File: src/tmss_pkg.sv
`timescale 1ns / 1ps
`default_nettype none
// ----------------------------------------------------------------------------
// tmss_pkg
// Shared types, constants and helper functions for the tethered mass block.
// ----------------------------------------------------------------------------
package tmss_pkg;

    localparam int unsigned QW = 32;     // Q16.16 word width
    localparam int unsigned FRAC = 16;   // fraction bits
    localparam int unsigned CFG_IW = 3;  // config index width

    localparam logic signed [QW-1:0] Q_ONE = 32'sh0001_0000;
    localparam logic signed [QW-1:0] S32_MAX = 32'sh7FFF_FFFF;
    localparam logic signed [QW-1:0] S32_MIN = 32'sh8000_0000;

    // Configuration register indexes
    typedef enum logic [CFG_IW-1:0] {
        CFG_REST_LENGTH    = 3'd0,
        CFG_ELASTIC_LENGTH = 3'd1,
        CFG_SOLID_LINK     = 3'd2,
        CFG_GRAVITY        = 3'd3,
        CFG_RESISTANCE     = 3'd4,
        CFG_MASS           = 3'd5
    } tmss_cfg_idx_t;

    localparam logic [30:0] REST_LENGTH_RST    = 31'd3276800;
    localparam logic [30:0] ELASTIC_LENGTH_RST = 31'd6553600;
    localparam logic [30:0] RESISTANCE_RST     = 31'd32768;
    localparam logic [30:0] MASS_RST           = 31'd327680;

    // Sequencer states
    typedef enum logic [3:0] {
        ST_IDLE,
        ST_DIFF,
        ST_SQ,
        ST_SQRT,
        ST_UNIT,
        ST_FORCE,
        ST_PULL,
        ST_GRAV,
        ST_DRAG_DIV,
        ST_DRAG,
        ST_POS,
        ST_OUT
    } tmss_state_t;

    typedef struct packed {
        logic signed [QW-1:0] pivot_x;
        logic signed [QW-1:0] pivot_y;
        logic signed [QW-1:0] pivot_z;
    } tmss_pivot_t;

    typedef struct packed {
        logic signed [QW-1:0] mass_x;
        logic signed [QW-1:0] mass_y;
        logic signed [QW-1:0] mass_z;
    } tmss_mass_t;

    // Request to the shared divider
    typedef struct packed {
        logic          start;
        logic [QW-1:0] num_mag;
        logic          neg;
        logic [QW-1:0] den;
    } tmss_div_req_t;

    // Saturate a wide signed value to 32 bits
    function automatic logic signed [QW-1:0] sat32(input logic signed [49:0] v);
        logic signed [QW-1:0] r;
        if (v > 50'sd2147483647)
            r = S32_MAX;
        else if (v < -50'sd2147483648)
            r = S32_MIN;
        else
            r = v[QW-1:0];
        return r;
    endfunction

    // Q16.16 product scaling, truncated toward zero
    function automatic logic signed [47:0] qtrunc(input logic signed [63:0] p);
        logic signed [63:0] adj;
        adj = p + (p[63] ? 64'sh0000_0000_0000_FFFF : 64'sh0);
        return adj[63:FRAC];
    endfunction

endpackage

`default_nettype wire

File: src/tmss_mul.sv
`timescale 1ns / 1ps
`default_nettype none
// ----------------------------------------------------------------------------
// tmss_mul
// Shared signed 32x32 multiplier with registered product.
// ----------------------------------------------------------------------------
module tmss_mul
    import tmss_pkg::*;
(
    input  wire logic                 clk,
    input  wire logic signed [QW-1:0] a,
    input  wire logic signed [QW-1:0] b,
    output logic signed [63:0]        p
);

    logic signed [63:0] p_reg;

    // Register product
    always_ff @(posedge clk)
    begin
        p_reg <= 64'(a) * 64'(b);
    end

    assign p = p_reg;

endmodule

`default_nettype wire

File: config.mk
export PLATFORM = sky130hd
export DESIGN_NAME = tmss_mul
export DESIGN_NICKNAME = d
export VERILOG_FILES = /design/src/tmss_pkg.sv /design/src/tmss_mul.sv
export SDC_FILE = /design/constraint.sdc
export NUM_CORES = 2
export LEC_CHECK = 0
export BUFFER_PORTS_ARGS = -buffer_cell sky130_fd_sc_hd__buf_4
export CAP_MARGIN = 30
export CORE_MARGIN = 8
export CORE_UTILIZATION = 56
export CTS_CLUSTER_DIAMETER = 60
export DETAILED_ROUTE_END_ITERATION = 10
export GPL_TIMING_DRIVEN = 0
export PLACE_DENSITY = 0.81
export SLEW_MARGIN = 20
export SYNTH_ARGS = -nofsm -noshare
export SYNTH_HDL_FRONTEND = slang
export SYNTH_SLANG_ARGS = --single-unit
File: constraint.sdc
create_clock -name clk -period 21.9 [get_ports clk]
set_input_delay 1.095 -clock clk [delete_from_list [all_inputs] [get_ports clk]]
set_output_delay 1.095 -clock clk [all_outputs]
set_load 0.01 [all_outputs]
# Word level (Yosys, flattened, before mapping)
# Cells that the tools add are included.
op_classes:
  multipliers: 1
op_table:
  columns: ["cell", "count"]
  rows:
  - ["multiplier 32 x 32 -> 64 bit", 1]
word_totals:
  elab_cells: 2
  output_inout_bits: 64
  regBits: 64

# Longest topological paths before layout
logic_depth:
  word_depth: 1
  ltp_mapped: 28
  mapped_depth_nobuf: 27

# Worst setup path after synthesis
# Ideal clock, no wire load.
synth_timing:
  path_type: "input to register"
  start: "input port b[2]"
  end: "register p_reg[62], in the netlist p[62]"
  t_required_ps: 21828
  setup_ps: 72
  cell_stages: 24
  t_arrival_ps: 8284
  path_buffers: 1
  setup_slack_ps: 13544
  cell_sequence: "clkbuf_1 > nand2_1 > inv_1 > fa_1 > fa_1 > fa_1 > fa_1 > inv_1 > fa_1 > inv_1 > fa_1 > inv_1 > fa_1 > inv_1 > fa_1 > ha_1 > and3_1 > nand2_1 > or3_1 > o22a_1 > o211ai_1 > a31oi_1 > o31ai_1 > xor2_1"
synth_via:
  elab_chain_cells: 1
synth_rtl:
  columns: ["item", "line_no", "source"]
  rows:
  - ["from (decl)", "tmss_mul.sv:12", "input wire logic signed [QW-1:0] b,"]
  - ["multiplier 32 x 32 -> 64 bit", "tmss_mul.sv:21", "p_reg <= 64'(a) * 64'(b);"]
  - ["to (signal assigned)", "tmss_mul.sv:21", null]
  - ["to (decl)", "tmss_mul.sv:16", "logic signed [63:0] p_reg;"]
# No other way between the ends.

# Final worst setup path
layout_timing:
  start: "input port a[31]"
  end: "register p_reg[62], in the netlist p[62]"
layout_via:
  elab_chain_cells: 1
layout_rtl:
  columns: ["item", "line_no", "source"]
  rows:
  - ["from (decl)", "tmss_mul.sv:11", "input wire logic signed [QW-1:0] a,"]
  - ["multiplier 32 x 32 -> 64 bit", "tmss_mul.sv:21", null]
# No other way between the ends.

==> results.yml <==
status:
  outcome: "finished clean"
layout:
  instances_no_fill: 4904
  area_growth_pct: 6.585
  finalInstanceArea_sq_um: 39690
  layout-drive-gt1-share_pct: 4.363
  final_common_cell: "fa_1"
  nFillCells: 5511
  most_used_cells_in_the_layout_excluding_fill_and_tap_cells: "fa_1, inv_1, and2_1, nand2_1, clkbuf_1"
  largest_reg_flops: 64
  design.final.nets: 5360
clock_network:
  postCtsResizedCells: 0
  clock_tree_from_tritoncts: "yes"
  cts_root_buffer: "clkbuf_16"
  clk_path_buf_depth: 2
  clock-sinks: 64
  number_of_setup_buffers_added_after_cts: 0
  clk_pin_slew_worst_paths_ps: 60
  numCtsBuffers: 9
  cts.htree.levels: 3
  hold_buffers: 0
logic_synthesis:
  asyncSetResetFlopFracSynth_pct: 0
  syn-mean-instance-area_sq_um: 9.589
  mappedNetlistArea_sq_um: 37240
  synth_cells: 3884
  mappedNetlistNets: 5215
  yosys_warnings: 0
  seq_area_frac_synth_pct: 3.440
  synth_largest_type_area_fraction_pct: 58.16
  number_of_synthesized_flops_with_an_enable_pin: 0
  yosys_register_bits: 64
  synth_ff_type: "dfxtp_1"
  synth.lib_cells_used.distinct: 63
  yosys.area.top_type: "fa_1"
  synth_top_cells_by_area: "fa_1, inv_1, and2_1"
global_route:
  grt_pass1_wl_um: 189200
  maximum_number_of_pins_on_one_net_before_global_route_repair: 23
  antenna_found_initial: 18
  grtUsageTotal_pct: 34.37
  grt_overflow_total: 0
  number_of_global_route_vias_before_repair: 30910
sta:
  relSlewSlack_pct: 26.13
  post-route-min-period_ps: 9954
  timing.fmax_mhz: 100.5
  timing_worst_slew_pin_value_ps: 1108
  rsz_0062_raised_after_global_routing: "false"
  timing.final.max_slew_violations: 0
  hold_viol: 0
  setup_tns_ps: 0
  min_period_over_period_pct: 45.45
  worst_slack_ps: 11950
  number_of_endpoints_failing_setup_at_the_final_stage: 0
setup_path:
  critPathCaptureType: "flop"
  cp.required_ps: 22220
  worstPathArrival_ps: 10280
  worstSetupStartpointType: "primary input"
  crit_path_max_fanout: 10
  criticalPathCategory: "in -> reg"
  cp-startpoint: "a[31]"
die:
  die_area_sq_um: 75010
  ios: 129
  die_h_um: 273.9
  initial_core_utilization_pct: 56.54
  core.rowCount: 94
  die_w_um: 273.9
  core_area_sq_um: 65860
hold_path:
  worst_hold_path_type: "in -> reg"
  holdCritStartpoint: "b[0]"
placed_design:
  postPlaceCellArea_sq_um: 39290
  placement.io_buffers: 128
  hpwlAfterDp_um: 107400
  place.gp.congestion: 1.100
  placed_cells: 4876
  preCtsSetupSlack_ps: 11520
job:
  max_cap_viol_count: 0
routing:
  drt.antenna.violating_nets: 0
  dr.pass1.iters: 8
  dr.first_iter.drc_count: 2578
  routed-via-count: 27970
  routedWlPerCell_um: 25.26
  finalWirelength_um: 123900
  drc: 0
  post_drt_via_cell_ratio: 5.702
Yosys cell counts, types with 2 or more instances:
cell / count
o21a_1: 4
o31ai_1: 6
buf_2: 3
and4_1: 3
a211oi_2: 3
and2_1: 516
a21oi_1: 68
nand4_1: 7
clkbuf_1: 195
o22a_1: 2
a31oi_1: 12
and3_1: 7
xor2_1: 22
nor2_1: 42
fa_1: 1082
nand2b_1: 9
nand2_1: 511
inv_1: 952
nor3_1: 6
xnor2_1: 53
ha_1: 184
or3_1: 4
a21o_2: 2
nor2b_1: 3
nand3_1: 15
a21boi_0: 3
dfxtp_1: 64
o21bai_1: 15
a21o_1: 23
o21ai_2: 2
a211oi_1: 4
o21ai_0: 28
o211ai_1: 3
buf_1: 2
through the flow:
stage	util [%]	hold slack (ps)
detailed placement	59.65	1472
floorplan	-	1222
CTS	60.14	1063
finish	60.27	1072
global route	60.25	1085
global placement	59.64	1470
cell type report:
class	instances	area, sq um	area share [%]
multi-input combinational	2668	31640	79.70
inverter	952	3573	9.002
sequential	64	1281	3.228
tap	864	1081	2.723
timing repair buffer	134	1032	2.600
buffer	200	754.5	1.901
clock buffer	11	242.7	0.6115
clock inverter	5	78.83	0.1986
antenna	6	15.01	0.03783
worst max-delay path, stage by stage:
cell and delay, ps:
buf_4 150, clkbuf_1 630, nand2_1 280, inv_1 160, fa_1 410, inv_1 260
fa_1 480, inv_1 220, fa_1 490, fa_1 860, inv_1 420, fa_1 610
inv_1 60, fa_1 550, inv_1 50, fa_1 480, inv_1 50, fa_1 450
ha_1 410, and3_1 260, nand2_1 100, or3_1 380, o211ai_1 620, a31oi_1 300
o31ai_1 300, xor2_1 160
worst paths after layout:
check / end / depth (start not counted)
worst max-delay path: p[62] / 26
worst min-delay path: p[0] / 2
cell families (layout without fill, tap and decap cells):
family	count (synthesis)	count (layout)	share of synthesized area, %
buf+inv	1152	1302	11.62
other cells	0	6	0
simple gates	1134	1134	15.37
fa+ha+maj	1266	1266	64.34
xor+xnor	75	75	1.764
compound gates	193	193	3.464
flops	64	64	3.440
layer usage:
layer	wire length (um)	track usage [%]
met1	42610	42.02
met2	56070	53.60
met3	14730	9.374
met4	10400	22.42
met5	46	0
Power is left out: the tool's default activity adds up to more than one toggle a clock period on the data nets, which glitch-free logic cannot reach.
