==> config.mk <==
export PLATFORM = sky130hd
export DESIGN_NAME = tmss_sqrt
export DESIGN_NICKNAME = d
export VERILOG_FILES = /design/src/tmss_pkg.sv /design/src/tmss_sqrt.sv
export SDC_FILE = /design/constraint.sdc
export NUM_CORES = 1
export LEC_CHECK = 0
export BUFFER_PORTS_ARGS = -buffer_cell sky130_fd_sc_hd__buf_4
export CAP_MARGIN = 5
export CORE_MARGIN = 1
export CORE_UTILIZATION = 40
export CTS_CLUSTER_DIAMETER = 30
export DETAILED_ROUTE_END_ITERATION = 7
export PLACE_DENSITY_LB_ADDON = 0.25
export SETUP_SLACK_MARGIN = 0.2
export SLEW_MARGIN = 25
export SYNTH_ARGS = -nofsm -noshare
export SYNTH_HDL_FRONTEND = slang
export SYNTH_SLANG_ARGS = --single-unit
==> constraint.sdc <==
create_clock -name clk -period 6.5 [get_ports clk]
set_input_delay 0.65 -clock clk [delete_from_list [all_inputs] [get_ports clk]]
set_output_delay 0.65 -clock clk [all_outputs]
set_load 0.03 [all_outputs]
==> src/tmss_pkg.sv <==
`timescale 1ns / 1ps
`default_nettype none
// ----------------------------------------------------------------------------
// tmss_pkg
// Shared types, constants and helper functions for the tethered mass block.
// ----------------------------------------------------------------------------
package tmss_pkg;

    localparam int unsigned QW = 32;     // Q16.16 word width
    localparam int unsigned FRAC = 16;   // fraction bits
    localparam int unsigned CFG_IW = 3;  // config index width

    localparam logic signed [QW-1:0] Q_ONE = 32'sh0001_0000;
    localparam logic signed [QW-1:0] S32_MAX = 32'sh7FFF_FFFF;
    localparam logic signed [QW-1:0] S32_MIN = 32'sh8000_0000;

    // Configuration register indexes
    typedef enum logic [CFG_IW-1:0] {
        CFG_REST_LENGTH    = 3'd0,
        CFG_ELASTIC_LENGTH = 3'd1,
        CFG_SOLID_LINK     = 3'd2,
        CFG_GRAVITY        = 3'd3,
        CFG_RESISTANCE     = 3'd4,
        CFG_MASS           = 3'd5
    } tmss_cfg_idx_t;

    localparam logic [30:0] REST_LENGTH_RST    = 31'd3276800;
    localparam logic [30:0] ELASTIC_LENGTH_RST = 31'd6553600;
    localparam logic [30:0] RESISTANCE_RST     = 31'd32768;
    localparam logic [30:0] MASS_RST           = 31'd327680;

    // Sequencer states
    typedef enum logic [3:0] {
        ST_IDLE,
        ST_DIFF,
        ST_SQ,
        ST_SQRT,
        ST_UNIT,
        ST_FORCE,
        ST_PULL,
        ST_GRAV,
        ST_DRAG_DIV,
        ST_DRAG,
        ST_POS,
        ST_OUT
    } tmss_state_t;

    typedef struct packed {
        logic signed [QW-1:0] pivot_x;
        logic signed [QW-1:0] pivot_y;
        logic signed [QW-1:0] pivot_z;
    } tmss_pivot_t;

    typedef struct packed {
        logic signed [QW-1:0] mass_x;
        logic signed [QW-1:0] mass_y;
        logic signed [QW-1:0] mass_z;
    } tmss_mass_t;

    // Request to the shared divider
    typedef struct packed {
        logic          start;
        logic [QW-1:0] num_mag;
        logic          neg;
        logic [QW-1:0] den;
    } tmss_div_req_t;

    // Saturate a wide signed value to 32 bits
    function automatic logic signed [QW-1:0] sat32(input logic signed [49:0] v);
        logic signed [QW-1:0] r;
        if (v > 50'sd2147483647)
            r = S32_MAX;
        else if (v < -50'sd2147483648)
            r = S32_MIN;
        else
            r = v[QW-1:0];
        return r;
    endfunction

    // Q16.16 product scaling, truncated toward zero
    function automatic logic signed [47:0] qtrunc(input logic signed [63:0] p);
        logic signed [63:0] adj;
        adj = p + (p[63] ? 64'sh0000_0000_0000_FFFF : 64'sh0);
        return adj[63:FRAC];
    endfunction

endpackage

`default_nettype wire

==> src/tmss_sqrt.sv <==
`timescale 1ns / 1ps
`default_nettype none
// ----------------------------------------------------------------------------
// tmss_sqrt
// Iterative integer square root of a 64-bit value, one result bit per cycle.
// ----------------------------------------------------------------------------
module tmss_sqrt
    import tmss_pkg::*;
(
    input  wire logic          clk,
    input  wire logic          rst_n,
    input  wire logic          start,
    input  wire logic [63:0]   value,
    output logic               done,
    output logic [QW-1:0]      root
);

    logic          busy_reg, busy_next;
    logic          done_reg, done_next;
    logic [4:0]    cnt_reg, cnt_next;
    logic [63:0]   v_reg, v_next;
    logic [63:0]   res_reg, res_next;
    logic [63:0]   bit_reg, bit_next;
    logic [63:0]   trial;

    // Control state
    always_ff @(posedge clk or negedge rst_n)
    begin
        if (!rst_n)
        begin
            busy_reg <= 1'b0;
            done_reg <= 1'b0;
            cnt_reg  <= '0;
        end
        else
        begin
            busy_reg <= busy_next;
            done_reg <= done_next;
            cnt_reg  <= cnt_next;
        end
    end

    // Datapath
    always_ff @(posedge clk)
    begin
        v_reg   <= v_next;
        res_reg <= res_next;
        bit_reg <= bit_next;
    end

    // One digit step
    always_comb
    begin
        trial     = res_reg + bit_reg;
        busy_next = busy_reg;
        done_next = 1'b0;
        cnt_next  = cnt_reg;
        v_next    = v_reg;
        res_next  = res_reg;
        bit_next  = bit_reg;
        if (start)
        begin
            busy_next = 1'b1;
            cnt_next  = '0;
            v_next    = value;
            res_next  = '0;
            bit_next  = 64'h4000_0000_0000_0000;
        end
        else if (busy_reg)
        begin
            if (v_reg >= trial)
            begin
                v_next   = v_reg - trial;
                res_next = (res_reg >> 1) + bit_reg;
            end
            else
            begin
                res_next = res_reg >> 1;
            end
            bit_next = bit_reg >> 2;
            cnt_next = cnt_reg + 5'd1;
            if (cnt_reg == 5'd31)
            begin
                busy_next = 1'b0;
                done_next = 1'b1;
            end
        end
    end

    assign done = done_reg;
    assign root = res_reg[QW-1:0];

endmodule

`default_nettype wire

---- Word-level counts from Yosys, hierarchy flattened ----
Cells that the tools add are included.
cells by class
  $lt $le $gt $ge ......................... 1
  mux-type cells .......................... 12
  $add $sub $neg .......................... 4
  eq/ne operators ......................... 1
  reduce and logical (&&, ||, !) cells .... 3
operators with widths
  cell                                                            number
  64-bit two-way mux                                              4
  63-bit by 63-bit adder with 64-bit output                       1
  64-bit by 63-bit adder with 64-bit output                       1
  64-bit greater-or-equal comparator                              1
  64-bit subtractor                                               1
  5-bit two-way mux                                               2
  1-bit two-way mux                                               6
  5-bit by 1-bit adder with 5-bit output (second input constant)  1
  5-bit equality test (second input constant)                     1
  2-bit nonzero test                                              2
  2-bit AND reduction                                             1
storage, ports and cells
  register bits ........................... 167
  logic and storage cells ................. 27

---- Logic depth before layout (Yosys ltp) ----
  depth in word-level cells ............... 5
  mapped depth ............................ 25
  gate-level depth less buffers ........... 23

---- Worst setup path after synthesis ----
OpenSTA, ideal clock, no wires.
  path type ............................... flip-flop to flip-flop
  start ................................... register res_reg[28]
  end ..................................... register v_reg[0] (enable)
  data required time ...................... 6.068 ns
  stages on the path, launching flop included .. 23
  setup time .............................. 0.432 ns
  clock period less this slack ............ 6.535 ns
  path slack .............................. -0.035 ns
  arrival time ............................ 6.103 ns
  cells stage by stage .................... dfxtp_1 -> ha_1 -> and2_1 -> nand2_1 -> nor2b_1 -> or4_1 -> a31o_1 -> a41oi_1 -> a31oi_2 -> a31oi_1 -> o21bai_1 -> xnor2_1 -> ha_1 -> clkbuf_1 -> nand2_1 -> nor2_1 -> nand3_1 -> nor3_1 -> o211ai_1 -> a31o_2 -> buf_4 -> or2_2 -> nand2b_1
on the way
  cells in the longest elaborated chain, start to end .. 4
RTL lines
  item                                       RTL line         source
  start, declared                            tmss_sqrt.sv:22  logic [63:0] res_reg, res_next;
  start signal, assigned                     tmss_sqrt.sv:47  res_reg <= res_next;
  64-bit by 63-bit adder with 64-bit output  tmss_sqrt.sv:54  trial = res_reg + bit_reg;
  64-bit greater-or-equal comparator         tmss_sqrt.sv:71  if (v_reg >= trial)
  2-bit nonzero test (no source line)        -
  2-bit AND reduction (no source line)       -
  end signal, assigned                       tmss_sqrt.sv:46  v_reg <= v_next;
  end, declared                              tmss_sqrt.sv:21  logic [63:0] v_reg, v_next;
No other way between the ends.
A chain may end at the register's enable or synchronous reset.

---- Final worst setup path ----
  start ................................... register res_reg[18]
  end ..................................... register res_reg[5]
on the way
  cells in the longest elaborated chain, start to end .. 3
RTL lines
  item                                       RTL line
  64-bit by 63-bit adder with 64-bit output  tmss_sqrt.sv:54
  64-bit greater-or-equal comparator         tmss_sqrt.sv:71
  64-bit two-way mux                         tmss_sqrt.sv:71
No other way between the ends.

==> metrics.csv <==
metric,value,unit
Netlist cell types,85,
I/O Buffers,99,
synthesized area per cell,7.82,um2
met3 routed WL,2.43,mm
Yosys warning total,0,
pin count of the biggest net entering global routing,90,
Flop pwr share,25.0,%
Area after DPL,0.0167,mm2
most common cell in the netlist,nand2_1,
Synth Net Count,2220,
main flop type after synthesis,dfxtp_1,
Syn Std Cell Area,0.0158,mm2
share of cells above drive strength 1,9.98,%
post-synth top area share,12.2,%
detailed placer's ending HPWL,34.9,mm
Period minus WS final,5.87,ns
CTS root buf,clkbuf_16,
later-pin clock latency in the skew report,0.46,ns
CP max stage delay,0.43,ns
RePlAce Congestion,0.915,
sum of negative setup slack,0,ns
CP startpoint kind,flip-flop,
starting DRC count in detailed routing,956,
Worst R2R Setup Slack,0.63,ns
status,completed,
number of global-route vias before repair,14100,
FILL cells,3837,
CP dominant cell by count,a211oi_1,
sequential share of the synthesized area,25.5,%
register area,0.00402,mm2
DR WL/cell,18.0,um
Pwr Total,6.43,mW
first-pass GRT wire length,74.0,mm
nets,2211,
Slew Limit Fails,0,
Post-Synthesis Cells,2020,
Core ar.,0.0388,mm2
hold crit path type,in2reg,
leakage power,6.92,nW
critical path's slowest cell,ha_1,
H-tree level count,4,
Slew @ Worst Pin,1.06,ns
row cnt,72,
CTS Buf Count,17,
"area leader, netlist",dfxtp_1,
M1 WL,20.4,mm
grt total ovfl,0,
crit path max fanout,88,
Die Wd,201,um
top sig layer,met4,
Switch Pwr,2.95,mW
CP endpoint kind,flip-flop,
Avg Vias per Cell,5.81,
clock power share,16.5,%
combinational share of power,58.5,%
Synth area leaders,"dfxtp_1 (12%), edfxtp_1 (12%), ha_1 (10%)",
gr usage total,22.7,%
number of flops mapped to enable cells by yosys,64,
starting utilization of the core area,40.7,%
first-pass iteration count of the detailed router,5,
DR WL met2,21.8,mm
"Cell Chain, Critical Path",ha_1 > nand4_1 > nor3_1 > o211ai_1 > a21oi_1 > nor2_1 > o21ai_1 > a21o_1 > nor4bb_1 > o31ai_1 > xor2_1 > ha_1 > nand2_1 > nand2_1 > a211oi_1 > nand2b_1 > a211oi_1 > a31o_4 > buf_12 > buf_4 > nor2b_1 > xnor2_1 > a211oi_1,
P_int,3.48,mW
Synth top cells by count,"nand2_1 (202), nor2_1 (197), o21ai_0 (159), a21oi_1 (143), ha_1 (132)",
Post-Route WL,45.8,mm
initial antenna violation count,1,
Arrival @ worst endpoint,6.23,ns
"Largest delay share family, worst path",compound AO/OA/AOI/OAI gates,
final instance area,0.0173,mm2
CTS Buffer Depth,2,
Die H,201,um
Final period util,90.3,%
WP buf/inv,2,
ys async rst share,4.19,%
"CTS clk-pin slew, worst paths",0.07,ns
Pwr per Cell Area,372,mW/mm2
clk_skew,0.0131,ns
CP Data Required Time,6.86,ns
Switching Share,45.9,%
multi-input logic area,0.0109,mm2
Max transition margin,28.6,%
DR vias,14800,
VDD IR max,0.000504,V
CTS tree,done,
# IOs,100,
final setup fails,0,
clock sinks,167,
layout overhead on the synthesized area,9.54,%
DRC,0,
Synth Register Bits,167,
Detail Route Antenna Nets,0,
Max Freq,0.170,GHz
# Max-Cap Violations,0,
final hold viol count,0,
die area,0.0403,mm2
CP Class,reg2reg,
RSZ-0062 raised after global routing,true,
==> area by class of cell <==
| type | count | share of cell area [%] |
|---|---|---|
| clock inverter | 9 | 0.492 |
| clock buffer | 23 | 2.94 |
| inverter | 59 | 1.28 |
| multi-input combinational | 1643 | 62.7 |
| antenna | 1 | 0.0145 |
| sequential | 167 | 23.3 |
| tap | 518 | 3.75 |
| timing repair buffer | 123 | 5.52 |
==> path summary, 6_finish.rpt <==
| check | to | start | cells after the start |
|---|---|---|---|
| setup / recovery | res_reg[5] | res_reg[18] | 23 |
| hold / removal | v_reg[9] | value[9] | 3 |
| setup reg to reg | res_reg[5] | res_reg[18] | 23 |
| hold reg to reg | res_reg[0] | res_reg[0] | 2 |
| max in group asynchronous | busy_reg | rst_n | 2 |
| min in group asynchronous | cnt_reg[0] | rst_n | 2 |
==> placed cells by master, fill, tap and decap left out, types with 15 or more instances in the layout <==
cell type,instances
nand2_1,202
nand3_1,46
nor3_1,32
and2_1,15
a31o_2,16
a21o_1,50
o21ai_0,159
nor2_1,197
a31oi_1,59
edfxtp_1,64
a21oi_1,142
xor2_1,67
xnor2_1,82
a211oi_1,52
nand2b_1,19
and3_1,15
o21bai_1,32
o21a_1,18
ha_1,132
clkbuf_16,18
buf_4,119
inv_1,58
dfxtp_1,95
mux2i_1,51
o31ai_1,20
nand4_1,44
nor2b_1,18
==> routing by layer <==
metal	GRT usage, %	vias to the layer above
met1	29.0	6903
li1	-	7392
met5	0	-
met3	4.56	73
met2	38.1	397
met4	7.63	0
==> power groups by stage <==
stage / logic, mW / clock network, mW / registers [mW]
after global routing: 4.18 / 1.13 / 1.63
after CTS: 3.71 / 1.08 / 1.61
final: 3.76 / 1.06 / 1.61
after detailed placement: 3.69 / 0 / 1.62
after global placement: 3.66 / 0 / 1.62
after floorplan: 2.81 / 0 / 1.56
==> what timing repair did <==
| action | CTS | global route |
|---|---|---|
| hold endpoints to repair | 7 | 0 |
| buffers inserted | 0 | 0 |
| endpoints found under the setup margin | 0 | 113 |
| resized for setup | 0 | 4 |
| hold buffers | 1 | 0 |
==> worst register-to-register path: stages, from the launching register on <==
cell      delay (ns)
dfxtp_1         0.39
ha_1            0.43
nand4_1         0.28
nor3_1          0.42
o211ai_1        0.30
a21oi_1         0.35
nor2_1          0.14
o21ai_1         0.24
a21o_1          0.18
nor4bb_1        0.30
o31ai_1         0.13
xor2_1          0.17
ha_1            0.27
nand2_1         0.09
nand2_1         0.05
a211oi_1        0.35
nand2b_1        0.11
a211oi_1        0.24
a31o_4          0.23
buf_12          0.32
buf_4           0.32
nor2b_1         0.08
xnor2_1         0.12
a211oi_1        0.26
==> through the flow <==
stage,util [%],hold WS (ns),cells,setup WS [ns]
4_1_cts,44.5,0.443,2542,0.391
6_report,44.5,0.466,2543,0.633
5_1_grt,44.5,0.445,2542,0.193
3_3_place_gp,42.9,0.469,2509,0.621
2_1_floorplan,-,0.354,2020,0.680
3_5_place_dp,42.9,0.470,2509,0.425
==> cells by family after synthesis <==
| group | share of synthesized area (%) |
|---|---|
| AOI/OAI and AO/OA | 27.7 |
| and+or+nand+nor | 18.6 |
| buffers and inverters | 6.01 |
| DFF | 25.5 |
| xor gates and xnor gates | 8.27 |
| adders and majority gates | 10.6 |
| muxes | 3.45 |
(Power assumes the default switching activity.)
