`src/tmss_pkg.sv`:
```
`timescale 1ns / 1ps
`default_nettype none
// ----------------------------------------------------------------------------
// tmss_pkg
// Shared types, constants and helper functions for the tethered mass block.
// ----------------------------------------------------------------------------
package tmss_pkg;

    localparam int unsigned QW = 32;     // Q16.16 word width
    localparam int unsigned FRAC = 16;   // fraction bits
    localparam int unsigned CFG_IW = 3;  // config index width

    localparam logic signed [QW-1:0] Q_ONE = 32'sh0001_0000;
    localparam logic signed [QW-1:0] S32_MAX = 32'sh7FFF_FFFF;
    localparam logic signed [QW-1:0] S32_MIN = 32'sh8000_0000;

    // Configuration register indexes
    typedef enum logic [CFG_IW-1:0] {
        CFG_REST_LENGTH    = 3'd0,
        CFG_ELASTIC_LENGTH = 3'd1,
        CFG_SOLID_LINK     = 3'd2,
        CFG_GRAVITY        = 3'd3,
        CFG_RESISTANCE     = 3'd4,
        CFG_MASS           = 3'd5
    } tmss_cfg_idx_t;

    localparam logic [30:0] REST_LENGTH_RST    = 31'd3276800;
    localparam logic [30:0] ELASTIC_LENGTH_RST = 31'd6553600;
    localparam logic [30:0] RESISTANCE_RST     = 31'd32768;
    localparam logic [30:0] MASS_RST           = 31'd327680;

    // Sequencer states
    typedef enum logic [3:0] {
        ST_IDLE,
        ST_DIFF,
        ST_SQ,
        ST_SQRT,
        ST_UNIT,
        ST_FORCE,
        ST_PULL,
        ST_GRAV,
        ST_DRAG_DIV,
        ST_DRAG,
        ST_POS,
        ST_OUT
    } tmss_state_t;

    typedef struct packed {
        logic signed [QW-1:0] pivot_x;
        logic signed [QW-1:0] pivot_y;
        logic signed [QW-1:0] pivot_z;
    } tmss_pivot_t;

    typedef struct packed {
        logic signed [QW-1:0] mass_x;
        logic signed [QW-1:0] mass_y;
        logic signed [QW-1:0] mass_z;
    } tmss_mass_t;

    // Request to the shared divider
    typedef struct packed {
        logic          start;
        logic [QW-1:0] num_mag;
        logic          neg;
        logic [QW-1:0] den;
    } tmss_div_req_t;

    // Saturate a wide signed value to 32 bits
    function automatic logic signed [QW-1:0] sat32(input logic signed [49:0] v);
        logic signed [QW-1:0] r;
        if (v > 50'sd2147483647)
            r = S32_MAX;
        else if (v < -50'sd2147483648)
            r = S32_MIN;
        else
            r = v[QW-1:0];
        return r;
    endfunction

    // Q16.16 product scaling, truncated toward zero
    function automatic logic signed [47:0] qtrunc(input logic signed [63:0] p);
        logic signed [63:0] adj;
        adj = p + (p[63] ? 64'sh0000_0000_0000_FFFF : 64'sh0);
        return adj[63:FRAC];
    endfunction

endpackage

`default_nettype wire

```
`src/tmss_div.sv`:
```
`timescale 1ns / 1ps
`default_nettype none
// ----------------------------------------------------------------------------
// tmss_div
// Iterative restoring divider: sat32((num << 16) / den), one quotient bit
// per cycle; sign applied on magnitude; zero divisor saturates unless num is zero.
// ----------------------------------------------------------------------------
module tmss_div
    import tmss_pkg::*;
(
    input  wire logic                  clk,
    input  wire logic                  rst_n,
    input  wire tmss_div_req_t         req,
    output logic                       done,
    output logic signed [QW-1:0]       q
);

    localparam int unsigned NW = QW + FRAC;

    logic            busy_reg, busy_next;
    logic            done_reg, done_next;
    logic [5:0]      cnt_reg, cnt_next;
    logic [NW-1:0]   dvd_reg, dvd_next;
    logic [QW-1:0]   rem_reg, rem_next;
    logic [NW-1:0]   quo_reg, quo_next;
    logic [QW-1:0]   den_reg, den_next;
    logic            neg_reg, neg_next;
    logic signed [QW-1:0] q_reg, q_next;

    logic [QW:0]     rem_sh;
    logic            ge;
    logic [NW-1:0]   mag;

    // Control state
    always_ff @(posedge clk or negedge rst_n)
    begin
        if (!rst_n)
        begin
            busy_reg <= 1'b0;
            done_reg <= 1'b0;
            cnt_reg  <= '0;
        end
        else
        begin
            busy_reg <= busy_next;
            done_reg <= done_next;
            cnt_reg  <= cnt_next;
        end
    end

    // Datapath
    always_ff @(posedge clk)
    begin
        dvd_reg <= dvd_next;
        rem_reg <= rem_next;
        quo_reg <= quo_next;
        den_reg <= den_next;
        neg_reg <= neg_next;
        q_reg   <= q_next;
    end

    // One restoring step
    always_comb
    begin
        rem_sh = {rem_reg, dvd_reg[NW-1]};
        ge     = (rem_sh >= {1'b0, den_reg});
        mag    = {quo_reg[NW-2:0], ge};
    end

    // Advance
    always_comb
    begin
        busy_next = busy_reg;
        done_next = 1'b0;
        cnt_next  = cnt_reg;
        dvd_next  = dvd_reg;
        rem_next  = rem_reg;
        quo_next  = quo_reg;
        den_next  = den_reg;
        neg_next  = neg_reg;
        q_next    = q_reg;
        if (req.start)
        begin
            den_next = req.den;
            neg_next = req.neg;
            dvd_next = {req.num_mag, {FRAC{1'b0}}};
            rem_next = '0;
            quo_next = '0;
            cnt_next = '0;
            if (req.den == '0)
            begin
                done_next = 1'b1;
                if (req.num_mag == '0)
                    q_next = '0;
                else
                    q_next = req.neg ? S32_MIN : S32_MAX;
            end
            else
            begin
                busy_next = 1'b1;
            end
        end
        else if (busy_reg)
        begin
            rem_next = ge ? 32'(rem_sh - {1'b0, den_reg}) : rem_sh[QW-1:0];
            quo_next = mag;
            dvd_next = {dvd_reg[NW-2:0], 1'b0};
            cnt_next = cnt_reg + 6'd1;
            if (cnt_reg == 6'(NW - 1))
            begin
                busy_next = 1'b0;
                done_next = 1'b1;
                if (!neg_reg)
                    q_next = (mag > 48'h0000_7FFF_FFFF) ? S32_MAX : mag[QW-1:0];
                else
                    q_next = (mag > 48'h0000_8000_0000) ? S32_MIN : -mag[QW-1:0];
            end
        end
    end

    assign done = done_reg;
    assign q    = q_reg;

endmodule

`default_nettype wire

```
`config.mk`:
```
export PLATFORM = sky130hd
export DESIGN_NAME = tmss_div
export DESIGN_NICKNAME = d
export VERILOG_FILES = /design/src/tmss_pkg.sv /design/src/tmss_div.sv
export SDC_FILE = /design/constraint.sdc
export NUM_CORES = 1
export LEC_CHECK = 0
export BUFFER_PORTS_ARGS = -buffer_cell sky130_fd_sc_hd__buf_2
export CORE_MARGIN = 3
export CORE_UTILIZATION = 40
export CTS_CLUSTER_DIAMETER = 30
export DETAILED_ROUTE_END_ITERATION = 10
export GPL_TIMING_DRIVEN = 1
export SETUP_SLACK_MARGIN = 0.02
export SLEW_MARGIN = 20
export SYNTH_ARGS = -nofsm -noshare
export SYNTH_HDL_FRONTEND = slang
export SYNTH_SLANG_ARGS = --single-unit
```
`constraint.sdc`:
```
create_clock -name clk -period 5.6 [get_ports clk]
set_clock_uncertainty 0.1 [all_clocks]
set_input_delay 1.4 -clock clk [delete_from_list [all_inputs] [get_ports clk]]
set_output_delay 1.4 -clock clk [all_outputs]
set_load 0.02 [all_outputs]
```
# ---- Word-level counts from Yosys, hierarchy flattened
# Index checks and enable logic that the tools add are counted.
dict set report word_totals {
  register_bits 184
  latchBits 0
  ramBits 0
  rom_bits 0
  inputBits 68
  output_inout_bits 33
  n_memories 0
}
dict set report classes {
  addsub 3
  n_mul 0
  div_mod_pow 0
  magnitude_cmp 3
  eq_ne 3
  n_shift 0
  n_mux 22
  bitwise_logic 0
  n_reduce_logical 5
}
# cell count
set ops {}
lappend ops {{two-way mux 32 bit} 10}
lappend ops {{two-way mux 48 bit} 2}
lappend ops {{logical NOT 32 bit} 2}
lappend ops {{greater-than comparator 48 x 31 -> 1 bit (second input constant)} 1}
lappend ops {{greater-than comparator 48 x 32 -> 1 bit (second input constant)} 1}
lappend ops {{>= comparator 33 x 32 -> 1 bit} 1}
lappend ops {{negator 32 bit} 1}
lappend ops {{subtractor 32 bit} 1}
lappend ops {{two-way mux 6 bit} 2}
lappend ops {{two-way mux 1 bit} 8}
lappend ops {{adder 6 x 1 -> 6 bit (second input constant)} 1}
lappend ops {{== test 6 bit (second input constant)} 1}
lappend ops {{nonzero test 2 bit} 2}
lappend ops {{AND reduction 3 bit} 1}
lappend ops {{!= test 2 x 1 -> 1 bit (second input constant)} 1}
lappend ops {{!= test 2 bit (second input constant)} 1}

# ---- Depth between registers and ports, before layout
# Gate-level depths: netlist (run 1).
dict set report logic_depth {
  ltp_word 7
  depth_mapped 21
  depth_no_buf 19
}

# ---- Least setup slack after synthesis (run 1)
# No wires, ideal clock.
dict set report synth_timing {
  path_kind {register to register}
  startpoint {register den_reg[4]}
  endpoint {register q_reg[16], in the netlist q[16] (data pin)}
  t_arrival_ns 3.772
  required_time_ns 5.228
  setup_slack_ns 1.457
  path_stages_with_launch 20
  path_buffers 1
  period_less_slack_ns 4.143
  path_cell_list {edfxtp_1 > inv_1 > ha_1 > a21o_2 > a31o_2 > o21ai_1 > a211oi_1 > nor3_2 > a21oi_1 > buf_2 > clkinv_1 > ha_1 > nand2b_1 > nor3_4 > nand2_1 > or2_1 > or4_1 > nor3b_1 > a211oi_1 > o21ai_0}
}
dict set report synth_between {
  elab_chain_cells 7
  word_cells_on_any_way 10
  classes_between {add/sub: 1; order compare: 3; mux: 6}
}
# item line
set synth_rtl {}
lappend synth_rtl {{start: declaration} tmss_div.sv:26} ;# logic [QW-1:0] den_reg, den_next;
lappend synth_rtl {{start signal: assignment} tmss_div.sv:57} ;# den_reg <= den_next;
lappend synth_rtl {{>= comparator 33 x 32 -> 1 bit (*)} tmss_div.sv:66} ;# ge = (rem_sh >= {1'b0, den_reg});
lappend synth_rtl {{greater-than comparator 48 x 31 -> 1 bit (tied with other cells)} tmss_div.sv:114} ;# q_next = (mag > 48'h0000_7FFF_FFFF) ? S32_MAX : mag[QW-1:0];
lappend synth_rtl {{two-way mux 32 bit, on equally long branches} {tmss_div.sv:114, tmss_div.sv:116}}
lappend synth_rtl {{two-way mux 32 bit (*)} tmss_div.sv:113} ;# if (!neg_reg)
lappend synth_rtl {{two-way mux 32 bit (*)} tmss_div.sv:109} ;# if (cnt_reg == 6'(NW - 1))
lappend synth_rtl {{two-way mux 32 bit (*)} tmss_div.sv:103} ;# else if (busy_reg)
lappend synth_rtl {{two-way mux 32 bit (*)} tmss_div.sv:82} ;# if (req.start)
lappend synth_rtl {{via q_next[16]} tmss_div.sv:28} ;# logic signed [QW-1:0] q_reg, q_next;
lappend synth_rtl {{end signal: assignment} tmss_div.sv:59} ;# q_reg <= q_next;
lappend synth_rtl {{end: declaration} tmss_div.sv:28}
# The timed path passes the listed nets; every way through them passes the cells marked *. The select of a mux whose other input is x is not followed.
# A chain may end at the register's enable or synchronous reset.

# ---- Final worst setup path (run 1)
dict set report layout_timing {
  startpoint {register rem_reg[3]}
  endpoint {register q_reg[13], in the netlist q[13] (data pin)}
}
dict set report layout_between {
  elab_chain_cells 7
  word_cells_on_any_way 10
  classes_between {add/sub: 1; order compare: 3; mux: 6}
}
# item line
set layout_rtl {}
lappend layout_rtl {{start: declaration} tmss_div.sv:24} ;# logic [QW-1:0] rem_reg, rem_next;
lappend layout_rtl {{start signal: assignment} tmss_div.sv:55} ;# rem_reg <= rem_next;
lappend layout_rtl {{>= comparator 33 x 32 -> 1 bit (*)} tmss_div.sv:66}
lappend layout_rtl {{greater-than comparator 48 x 31 -> 1 bit (tied with other cells)} tmss_div.sv:114}
lappend layout_rtl {{two-way mux 32 bit, on equally long branches} {tmss_div.sv:114, tmss_div.sv:116}}
lappend layout_rtl {{two-way mux 32 bit (*)} tmss_div.sv:113}
lappend layout_rtl {{two-way mux 32 bit (*)} tmss_div.sv:109}
lappend layout_rtl {{two-way mux 32 bit (*)} tmss_div.sv:103}
lappend layout_rtl {{two-way mux 32 bit (*)} tmss_div.sv:82}
lappend layout_rtl {{via q_next[13]} tmss_div.sv:28}
# Marks and branches as above.

==> impl_metrics.tcl, run 1 <==
set metrics [dict create \
    cts_resized 0 \
    dieHeight_um 165 \
    worstMarginPinSlew_ns 0.980 \
    relSlewSlack_pct 34.4 \
    synth_edf_count 97 \
    postCtsSetupRepairBufs 0 \
    ys_types 80 \
    grt_max_degree 73 \
    reg2reg_from "rem_reg[3]" \
    cts_max_level 4 \
    syn-num-nets 1103 \
    synth_compound_area_share_pct 15.1 \
    place_inst 1375 \
    core.rowCount 57 \
    cpPeakStageDelay_ns 0.44 \
    max_freq_mhz 216 \
    cp-start-kind "register" \
    slowest_stage "nor3_2" \
    whs_path_depth 2 \
    p_total_mw 2.93 \
    status "finished, final reports clean" \
    final_layout_size_suffix_gt1_share_pct 18.3 \
    end_kind "register" \
    path_cells "ha_1 -> a21o_2 -> a31o_2 -> o21ai_1 -> a211oi_1 -> nor3_2 -> a21oi_4 -> clkinv_1 -> ha_1 -> nand2b_1 -> nor2_1 -> nand4_1 -> a21oi_1 -> buf_4 -> nand2_2 -> nor2_1 -> o21ai_0 -> a21boi_0 -> o21ai_0" \
    grt_pass1_wl_um 38200 \
    die_w_um 165 \
    synthAdderAreaFrac_pct 4.42 \
    gp_congestion 0.867 \
    crit_start "rem_reg[3]" \
    portBuffers 100 \
    slew_viol_final 0 \
    antenna_found_initial 1 \
    area_growth_syn_to_layout_pct 12.2 \
    syn-instance-count 1000 \
    async_flop_share_pct 4.35 \
    overflow 0 \
    hold_path.class "reg2reg" \
    reg2reg_slack_ns 0.96 \
    max-cap-violations 0 \
    grt_pass1_vias 7336 \
    syn_area_mm2 0.0101 \
    crit_required_ns 5.74 \
    cts_hold_buf 0 \
    syn_area_per_cell_um2 10.1 \
    viasPerCell 5.44 \
    stdcell_count 1407 \
    min-delay-start "rem_reg[20]" \
    rsz0062_at_grt "false" \
    cts_tree "yes" \
    crit_family "compound AO/OA/AOI/OAI gates" \
    synth_xor_area_share_pct 2.87 \
    dp_hpwl_um 16200 \
    wire_per_inst_um 16.5 \
    path_clk_slew_ns 0.07 \
    track_usage_pct 17.5 \
    synthMuxAreaShare_pct 10.2 \
    clk_latency_ns 0.43 \
    yosysWarningCount 0 \
    cts-buffers-inserted 17 \
    synth_top_family_by_area "simple AND/OR/NAND/NOR gates" \
    vdd_drop_max_mv 0.167 \
    drc 0 \
    path_class "reg2reg" \
    first_pass_iters 5 \
    start_util_pct 41.1 \
    nets 1173 \
    critical_path_arrival_ns 4.78 \
    leakage_nw 4.84 \
    root_buffer "clkbuf_16" \
    setup_viol 0 \
    hold_viol 0 \
    die_area_mm2 0.0271 \
    ant_nets 0 \
    path_buf_inv 2 \
    core_area_mm2 0.0245 \
    min_to "rem_reg[20]" \
    io_pins 101 \
    synthSimpleGateAreaFrac_pct 15.7 \
    finalCritPeriodShare_pct 82.8 \
    rr_endpoint "q[13]" \
    cts_buffer_depth 2 \
    wirelength_um 23200 \
    fin_crit_ns 4.64 \
    ys.flop_type "edfxtp_1" \
    drt_iter0_markers 536 \
    finalSetupTns_ns 0 \
    diodes 0 \
    final_util_pct 46.1 \
    clock-sinks 184 \
    ys_seq_area_share_pct 46.6 \
    powerDensity_mw_per_mm2 259 \
    reg2reg_depth 19 \
    nFillCells 2368 \
    largest_reg_flops 47 \
    vias 7656 \
    ys_seq_elements 184 \
    cp_max_fo 17 \
]
[cells by family (layout without fill, tap and decap cells)]
group / after synthesis / in the layout
multiplexers: 99 / 99
flip-flops: 184 / 184
adder cells (fa/ha/maj): 35 / 35
buffers and inverters: 102 / 185
AND/OR/NAND/NOR: 322 / 322
XOR/XNOR: 33 / 33
AO/OA/AOI/OAI: 225 / 225
[power breakdown]
part           switching, mW  internal (mW)  total (mW)  leakage [nW]
registers             0.0153           1.47        1.48          1.70
logic                  0.135         0.0935       0.229          2.86
clock network          0.574          0.638        1.21         0.289
total                  0.725           2.20        2.93          4.84
[final cells by class]
type | instances | area, µm² | share of cell area (%)
multi-input combinational | 714 | 4880 | 43.2
sequential | 184 | 4700 | 41.5
timing repair buffer | 108 | 567 | 5.01
clock buffer | 18 | 429 | 3.79
tap | 324 | 405 | 3.58
inverter | 45 | 169 | 1.49
clock inverter | 14 | 159 | 1.40
[tightest hold or removal path: stages (launching register included)]
cell and delay (ns):
dfxtp_1 0.33, nand2_1 0.07, a21oi_1 0.06
[cells in the mapped netlist (all sizes together), types with 9 or more instances]
| master | number | share of area (%) |
|---|---|---|
| nor2 | 119 | 4.5 |
| edfxtp | 97 | 29 |
| dfxtp | 79 | 16 |
| mux2i | 67 | 6.7 |
| nand2 | 63 | 2.4 |
| o21ai | 51 | 2.5 |
| a21oi | 48 | 2.4 |
| a211oi | 44 | 3.3 |
| inv | 43 | 1.6 |
| clkbuf | 37 | 2.0 |
| ha | 34 | 4.2 |
| mux2 | 32 | 3.6 |
| nor4 | 32 | 2.1 |
| nor3 | 27 | 1.6 |
| buf | 20 | 1.4 |
| nand3 | 20 | 0.99 |
| xnor2 | 20 | 1.7 |
| a21o | 16 | 1.2 |
| nand4 | 16 | 0.99 |
| xor2 | 13 | 1.1 |
| or3 | 9 | 0.56 |
[cells in the final DEF, fill, tap and decap left out, types with 5 or more instances in the layout]
| cell type | synthesis | layout |
|---|---|---|
| or2_2 | 6 | 6 |
| nor3b_1 | 5 | 5 |
| buf_4 | 3 | 8 |
| inv_1 | 43 | 43 |
| mux2_2 | 31 | 31 |
| xor2_1 | 13 | 13 |
| edfxtp_1 | 97 | 97 |
| o211ai_1 | 6 | 6 |
| xnor2_1 | 20 | 20 |
| a21oi_1 | 48 | 47 |
| nor2_1 | 118 | 118 |
| nand4_1 | 16 | 16 |
| o21ai_0 | 49 | 49 |
| ha_1 | 34 | 34 |
| inv_8 | 0 | 5 |
| o21a_1 | 6 | 6 |
| nand2_1 | 61 | 61 |
| nor4_1 | 31 | 31 |
| a311oi_1 | 6 | 6 |
| a21o_1 | 13 | 13 |
| nor3_1 | 24 | 24 |
| nand3_1 | 20 | 20 |
| dfxtp_1 | 79 | 79 |
| mux2i_1 | 67 | 67 |
| or3_1 | 9 | 9 |
| dfrtp_1 | 8 | 7 |
| clkbuf_16 | 0 | 17 |
| o31ai_1 | 8 | 8 |
| buf_2 | 5 | 99 |
| a211oi_1 | 43 | 43 |
| nand2b_1 | 5 | 5 |
[metal layers]
layer  global-route usage [%]  part of all wire, %  vias up
li1                         -                    -     3850
met1                     25.7                   50     3535
met2                     26.4                   43      240
met3                     2.98                  5.2       29
met4                     5.03                  1.5        2
met5                        0                0.060        -
[through the flow]
stage	worst slack [ns]	hold slack (ns)	instance area (µm²)
2_1_floorplan	1.46	0.358	10100
3_3_place_gp	1.20	0.376	10700
3_5_place_dp	1.06	0.386	10700
4_1_cts	1.02	0.399	11300
5_1_grt	0.706	0.426	11300
6_report	0.965	0.399	11300
[worst max path at each step]
| stage | endpoint | slack (ns) | cells past startpoint |
|---|---|---|---|
| final | q[13] | 0.96 | 19 |
| after global routing | q[29] | 0.71 | 19 |
| after CTS | q[13] | 1.02 | 19 |
| after detailed placement | q[16] | 1.06 | 17 |
| after global placement | q[16] | 1.20 | 18 |
| after floorplan | q[16] | 1.46 | 19 |
No activity file was read; power rests on OpenSTA's default activity.
==> run 2, diff against run 1 <==
==> constraint.sdc (replaced) <==
create_clock -name clk -period 4 [get_ports clk]
set_clock_uncertainty 0.1 [all_clocks]
set_input_delay 1 -clock clk [delete_from_list [all_inputs] [get_ports clk]]
set_output_delay 1 -clock clk [all_outputs]
set_load 0.02 [all_outputs]
==> impl_metrics.tcl, run 2 (synthesis gave the netlist of run 1 again) <==
set metrics [dict create \
    status "finished, final reports clean" \
    dieHeight_um 165 \
    portBuffers 100 \
    hold_viol 0 \
    cts-buffers-inserted 17 \
    ant_nets 0 \
    core.rowCount 57 \
    fin_area_mm2 0.0117 \
    diodes 0 \
    cpPeakStageDelay_ns 0.42 \
    clock-sinks 184 \
    worstMarginPinSlew_ns 0.987 \
    core_area_mm2 0.0245 \
    drc 0 \
    hold_path.class "in2async" \
    cts_buffer_depth 2 \
    vias 7870 \
    path_buf_inv 3 \
    final_common_cell "nor2_1" \
    wirelength_um 23500 \
    first_pass_iters 5 \
    grt_max_degree 75 \
    path_class "reg2reg" \
    root_buffer "clkbuf_16" \
    fin_crit_ns 3.83 \
    final_cell_mix "nor2_1 (116), buf_2 (99), edfxtp_1 (97), dfxtp_1 (79), mux2i_1 (67)" \
    antenna_found_initial 1 \
    final_layout_size_suffix_gt1_share_pct 22.6 \
    path_cells "inv_1 -> ha_1 -> and4_4 -> and3_4 -> a311oi_2 -> nor2_2 -> nor4_2 -> buf_4 -> a21oi_4 -> inv_4 -> ha_4 -> nand2b_4 -> nor3_4 -> nand2_1 -> or2_1 -> or4_4 -> nor3b_1 -> a211oi_1 -> o21ai_1" \
    wire_per_inst_um 16.3 \
    stdcell_count 1446 \
    track_usage_pct 17.8 \
    rsz0062_at_grt "true" \
    slowest_stage "or4_4" \
    cp-start-kind "register" \
    gp_congestion 0.870 \
    overflow 0 \
    crit_family "simple AND/OR/NAND/NOR gates" \
    clk_latency_ns 0.43 \
    grt_pass1_wl_um 39200 \
    cts_max_level 4 \
    max_freq_mhz 261 \
    path_clk_slew_ns 0.08 \
    powerDensity_mw_per_mm2 352 \
    area_growth_syn_to_layout_pct 16.2 \
    start_util_pct 41.1 \
    place_inst 1412 \
    p_total_mw 4.12 \
    nets 1212 \
    slew_viol_final 0 \
    setup_viol 0 \
    cp_max_fo 4 \
    whs_ns 0.312 \
    cts_tree "yes" \
    dp_hpwl_um 16700 \
    die_w_um 165 \
    finalCritPeriodShare_pct 95.7 \
    critical_path_arrival_ns 3.89 \
    grt_pass1_vias 7495 \
    largest_reg_flops 47 \
    leakage_nw 5.05 \
    viasPerCell 5.44 \
    pre_cts_slack_ns -0.0800 \
    layout_setup_ws_ns 0.173 \
    dpl-instance-area_mm2 0.0110 \
    drt_iter0_markers 544 \
    max-cap-violations 0 \
    vdd_drop_max_mv 0.250 \
    io_pins 101 \
    die_area_mm2 0.0271 \
    relSlewSlack_pct 34.0 \
    end_kind "register" \
    crit_required_ns 4.06 \
]
==> run 2: cell count changes in the layout (fill, tap and decap cells not counted), sizes merged <==
cell	previous run	this run
bufinv	1	0
clkbuf	18	19
inv	51	50
buf	108	147
clkinv	7	8
==> run 2: path summary, 6_finish.rpt <==
check                                  from    endpoint  slack, ns  cells past startpoint
worst max-delay path            den_reg[22]       q[16]       0.17                     19
worst min-delay path                  rst_n        done       0.31                      1
worst max register to register  den_reg[22]       q[16]       0.17                     19
worst min register to register   rem_reg[1]  rem_reg[1]       0.40                      2
max in group asynchronous             rst_n    busy_reg       3.29                      1
min in group clk                 rem_reg[1]  rem_reg[1]       0.40                      2
==> run 2: timing repair <==
| action | CTS | global route |
|---|---|---|
| resized for setup | 13 | 9 |
| pin swaps | 5 | 12 |
| endpoints found under the hold margin | 0 | 0 |
| buffers inserted | 1 | 1 |
| hold buffers | 0 | 0 |
| endpoints found under the setup margin | 8 | 29 |
==> run 2: layout make-up <==
cell class / instances / area (µm²)
clock inverters: 13 / 154
multi-input cells: 714 / 4970
inverters: 45 / 171
clock buffers: 19 / 453
repair buffers: 147 / 860
flip-flops and latches: 184 / 4700
well taps: 324 / 405
fillers: 2358 / 12800
==> run 2: power by group <==
group / leakage [nW] / switching, mW / internal [mW]
Sequential: 1.70 / 0.0228 / 2.06
Clock: 0.297 / 0.821 / 0.875
Combinational: 3.05 / 0.197 / 0.151
==> run 2: routing by layer <==
layer  global-route usage (%)  part of all wire, %
met1                     26.5                   50
met2                     27.0                   44
met3                     2.98                  5.0
met4                     4.23                  1.3
met5                        0                0.055
==> run 2: through the flow <==
stage	setup TNS, ns	utilization [%]
3_3_place_gp	0	44.9
6_report	0	47.7
4_1_cts	0	47.6
2_1_floorplan	0	-
3_5_place_dp	-0.383	44.9
5_1_grt	-0.131	47.7
==> run 3, diff against run 2 <==
--- a/config.mk
+++ b/config.mk
@@ -6,11 +6,14 @@
 export NUM_CORES = 1
 export LEC_CHECK = 0
 export BUFFER_PORTS_ARGS = -buffer_cell sky130_fd_sc_hd__buf_2
+export CELL_PAD_IN_SITES_DETAIL_PLACEMENT = 0
+export CELL_PAD_IN_SITES_GLOBAL_PLACEMENT = 2
 export CORE_MARGIN = 3
-export CORE_UTILIZATION = 40
+export CORE_UTILIZATION = 35
 export CTS_CLUSTER_DIAMETER = 30
 export DETAILED_ROUTE_END_ITERATION = 10
 export GPL_TIMING_DRIVEN = 1
+export PLACE_DENSITY_LB_ADDON = 0.1
 export SETUP_SLACK_MARGIN = 0.02
 export SLEW_MARGIN = 20
 export SYNTH_ARGS = -nofsm -noshare
==> impl_metrics.tcl, run 3 (synthesis gave the netlist of run 1 again) <==
set metrics [dict create \
    status "finished, final reports clean" \
    clk_latency_ns 0.44 \
    nets 1224 \
    seq_power_share_pct 50.2 \
    rr_endpoint "q[16]" \
    finalSetupTns_ns 0 \
    dieHeight_um 176 \
    cp-start-kind "register" \
    wirelength_um 26700 \
    hold_viol 0 \
    hold_path.class "in2async" \
    switching_power_mw 0.992 \
    p_total_mw 4.15 \
    viasPerCell 5.23 \
    rsz0062_at_grt "true" \
    vdd_drop_max_mv 0.262 \
    fin_crit_ns 3.79 \
    diodes 0 \
    sw_frac_of_total_pct 23.9 \
    track_usage_pct 17.2 \
    cp_max_fo 3 \
    relSlewSlack_pct 41.7 \
    setup_viol 0 \
    final_common_cell "nor2_1" \
    p_comb_share_pct 8.9 \
    drt_iter0_markers 436 \
    final_layout_size_suffix_gt1_share_pct 25.1 \
    leakage_nw 5.12 \
    powerDensity_mw_per_mm2 345 \
    core.rowCount 61 \
    slew_viol_final 0 \
    grt_max_degree 98 \
    start_util_pct 35.9 \
    first_pass_iters 4 \
    grt_pass1_wl_um 42600 \
    vias 7909 \
    crit_required_ns 4.07 \
    worstMarginPinSlew_ns 0.874 \
    max_freq_mhz 264 \
    gp_congestion 0.802 \
    reg2reg_from "den_reg[19]" \
    cts-buffers-inserted 17 \
    wire_per_inst_um 17.6 \
    reg2reg_slack_ns 0.21 \
    ant_nets 0 \
    dp_hpwl_um 19000 \
    die_w_um 176 \
    cts_buffer_depth 2 \
    core_area_mm2 0.0281 \
    drc 0 \
    area_growth_syn_to_layout_pct 19.3 \
    clock-sinks 184 \
    cts_tree "yes" \
    p_int_mw 3.15 \
    critical_path_arrival_ns 3.87 \
    root_buffer "clkbuf_16" \
    max-cap-violations 0 \
    path_class "reg2reg" \
    pwr-share-clk_pct 40.9 \
    die_area_mm2 0.0309 \
    overflow 0 \
    io_pins 101 \
    reg2reg_depth 18 \
    final_util_pct 42.8 \
    grt_pass1_vias 7730 \
    antenna_found_initial 3 \
    final_cell_mix "nor2_1 (115), buf_2 (99), edfxtp_1 (97), dfxtp_1 (79), mux2i_1 (67)" \
    nFillCells 2849 \
    end_kind "register" \
    path_clk_slew_ns 0.07 \
    portBuffers 100 \
    largest_reg_flops 47 \
    finalCritPeriodShare_pct 94.8 \
    cts_max_level 4 \
]
## run 3: cell count changes in the layout (fill, tap and decap cells not counted), moves of 4 or more
cell	delta
buf_4	+7
clkinv_2	+4
clkinv_8	-4
ha_4	+4
ha_1	-7
## run 3: power by group through the flow
stage | sequential, mW | combinational [mW] | clock (mW)
after global routing | 2.09 | 0.412 | 1.82
after floorplan | 2.11 | 0.223 | 0
after global placement | 2.12 | 0.361 | 0
after detailed placement | 2.12 | 0.359 | 0
after CTS | 2.08 | 0.361 | 1.76
final | 2.08 | 0.368 | 1.70
## run 3: timing repair
| action | in CTS | in global routing |
|---|---|---|
| hold buffers | 0 | 0 |
| buffers inserted | 1 | 7 |
| setup endpoints to repair | 17 | 30 |
| gates resized for setup | 6 | 44 |
| gates cloned | 0 | 0 |
| pin swaps | 1 | 20 |
## run 3: critical path, cell delays in order, from the launching register on
cell and delay [ns]:
edfxtp_1 0.37, inv_1 0.10, ha_4 0.20, and4_4 0.18, and3_4 0.18, a311oi_2 0.28
nor2_2 0.09, nor4_4 0.29, a21oi_4 0.11, inv_4 0.08, ha_4 0.14, nand2b_4 0.07
nor3_4 0.20, nand2_2 0.07, or2_4 0.24, or4_1 0.41, nor3b_1 0.15, a211oi_1 0.17
o21ai_1 0.09
## run 3: how the worst max path moves through the flow
stage	cells past startpoint	startpoint	slack, ns	to
final	18	den_reg[19]	0.21	q[16]
after CTS	19	den_reg[4]	0.02	q[29]
after global placement	18	den_reg[26]	-0.11	q[21]
after detailed placement	18	den_reg[26]	-0.1	q[29]
after global routing	19	den_reg[26]	-0.07	q[16]
after floorplan	20	den_reg[21]	0.03	q[16]
## run 3: per-layer routing
layer,vias to the layer above,wire (µm),global-route usage (%)
met5,-,34,0
met4,6,150,3.50
met3,16,1050,3.39
met2,145,11400,25.7
met1,3782,14000,26.0
li1,3960,-,-
## run 3: final cells by class
class | count | area (µm²) | area share [%]
clock buffer | 22 | 518 | 4.31
sequential | 184 | 4700 | 39.1
inverter | 45 | 171 | 1.43
multi-input combinational | 714 | 5090 | 42.4
clock inverter | 10 | 75.1 | 0.624
tap | 378 | 473 | 3.93
timing repair buffer | 159 | 995 | 8.27
## run 3: stage by stage
step / instances / worst slack, ns / hold WS (ns) / area (µm²)
after detailed placement: 1472 / -0.0976 / 0.387 / 11200
after global placement: 1472 / -0.107 / 0.376 / 11200
after CTS: 1505 / 0.0224 / 0.286 / 11800
after floorplan: 1000 / 0.0296 / 0.358 / 10100
after global routing: 1512 / -0.0717 / 0.286 / 12000
final: 1512 / 0.207 / 0.301 / 12000
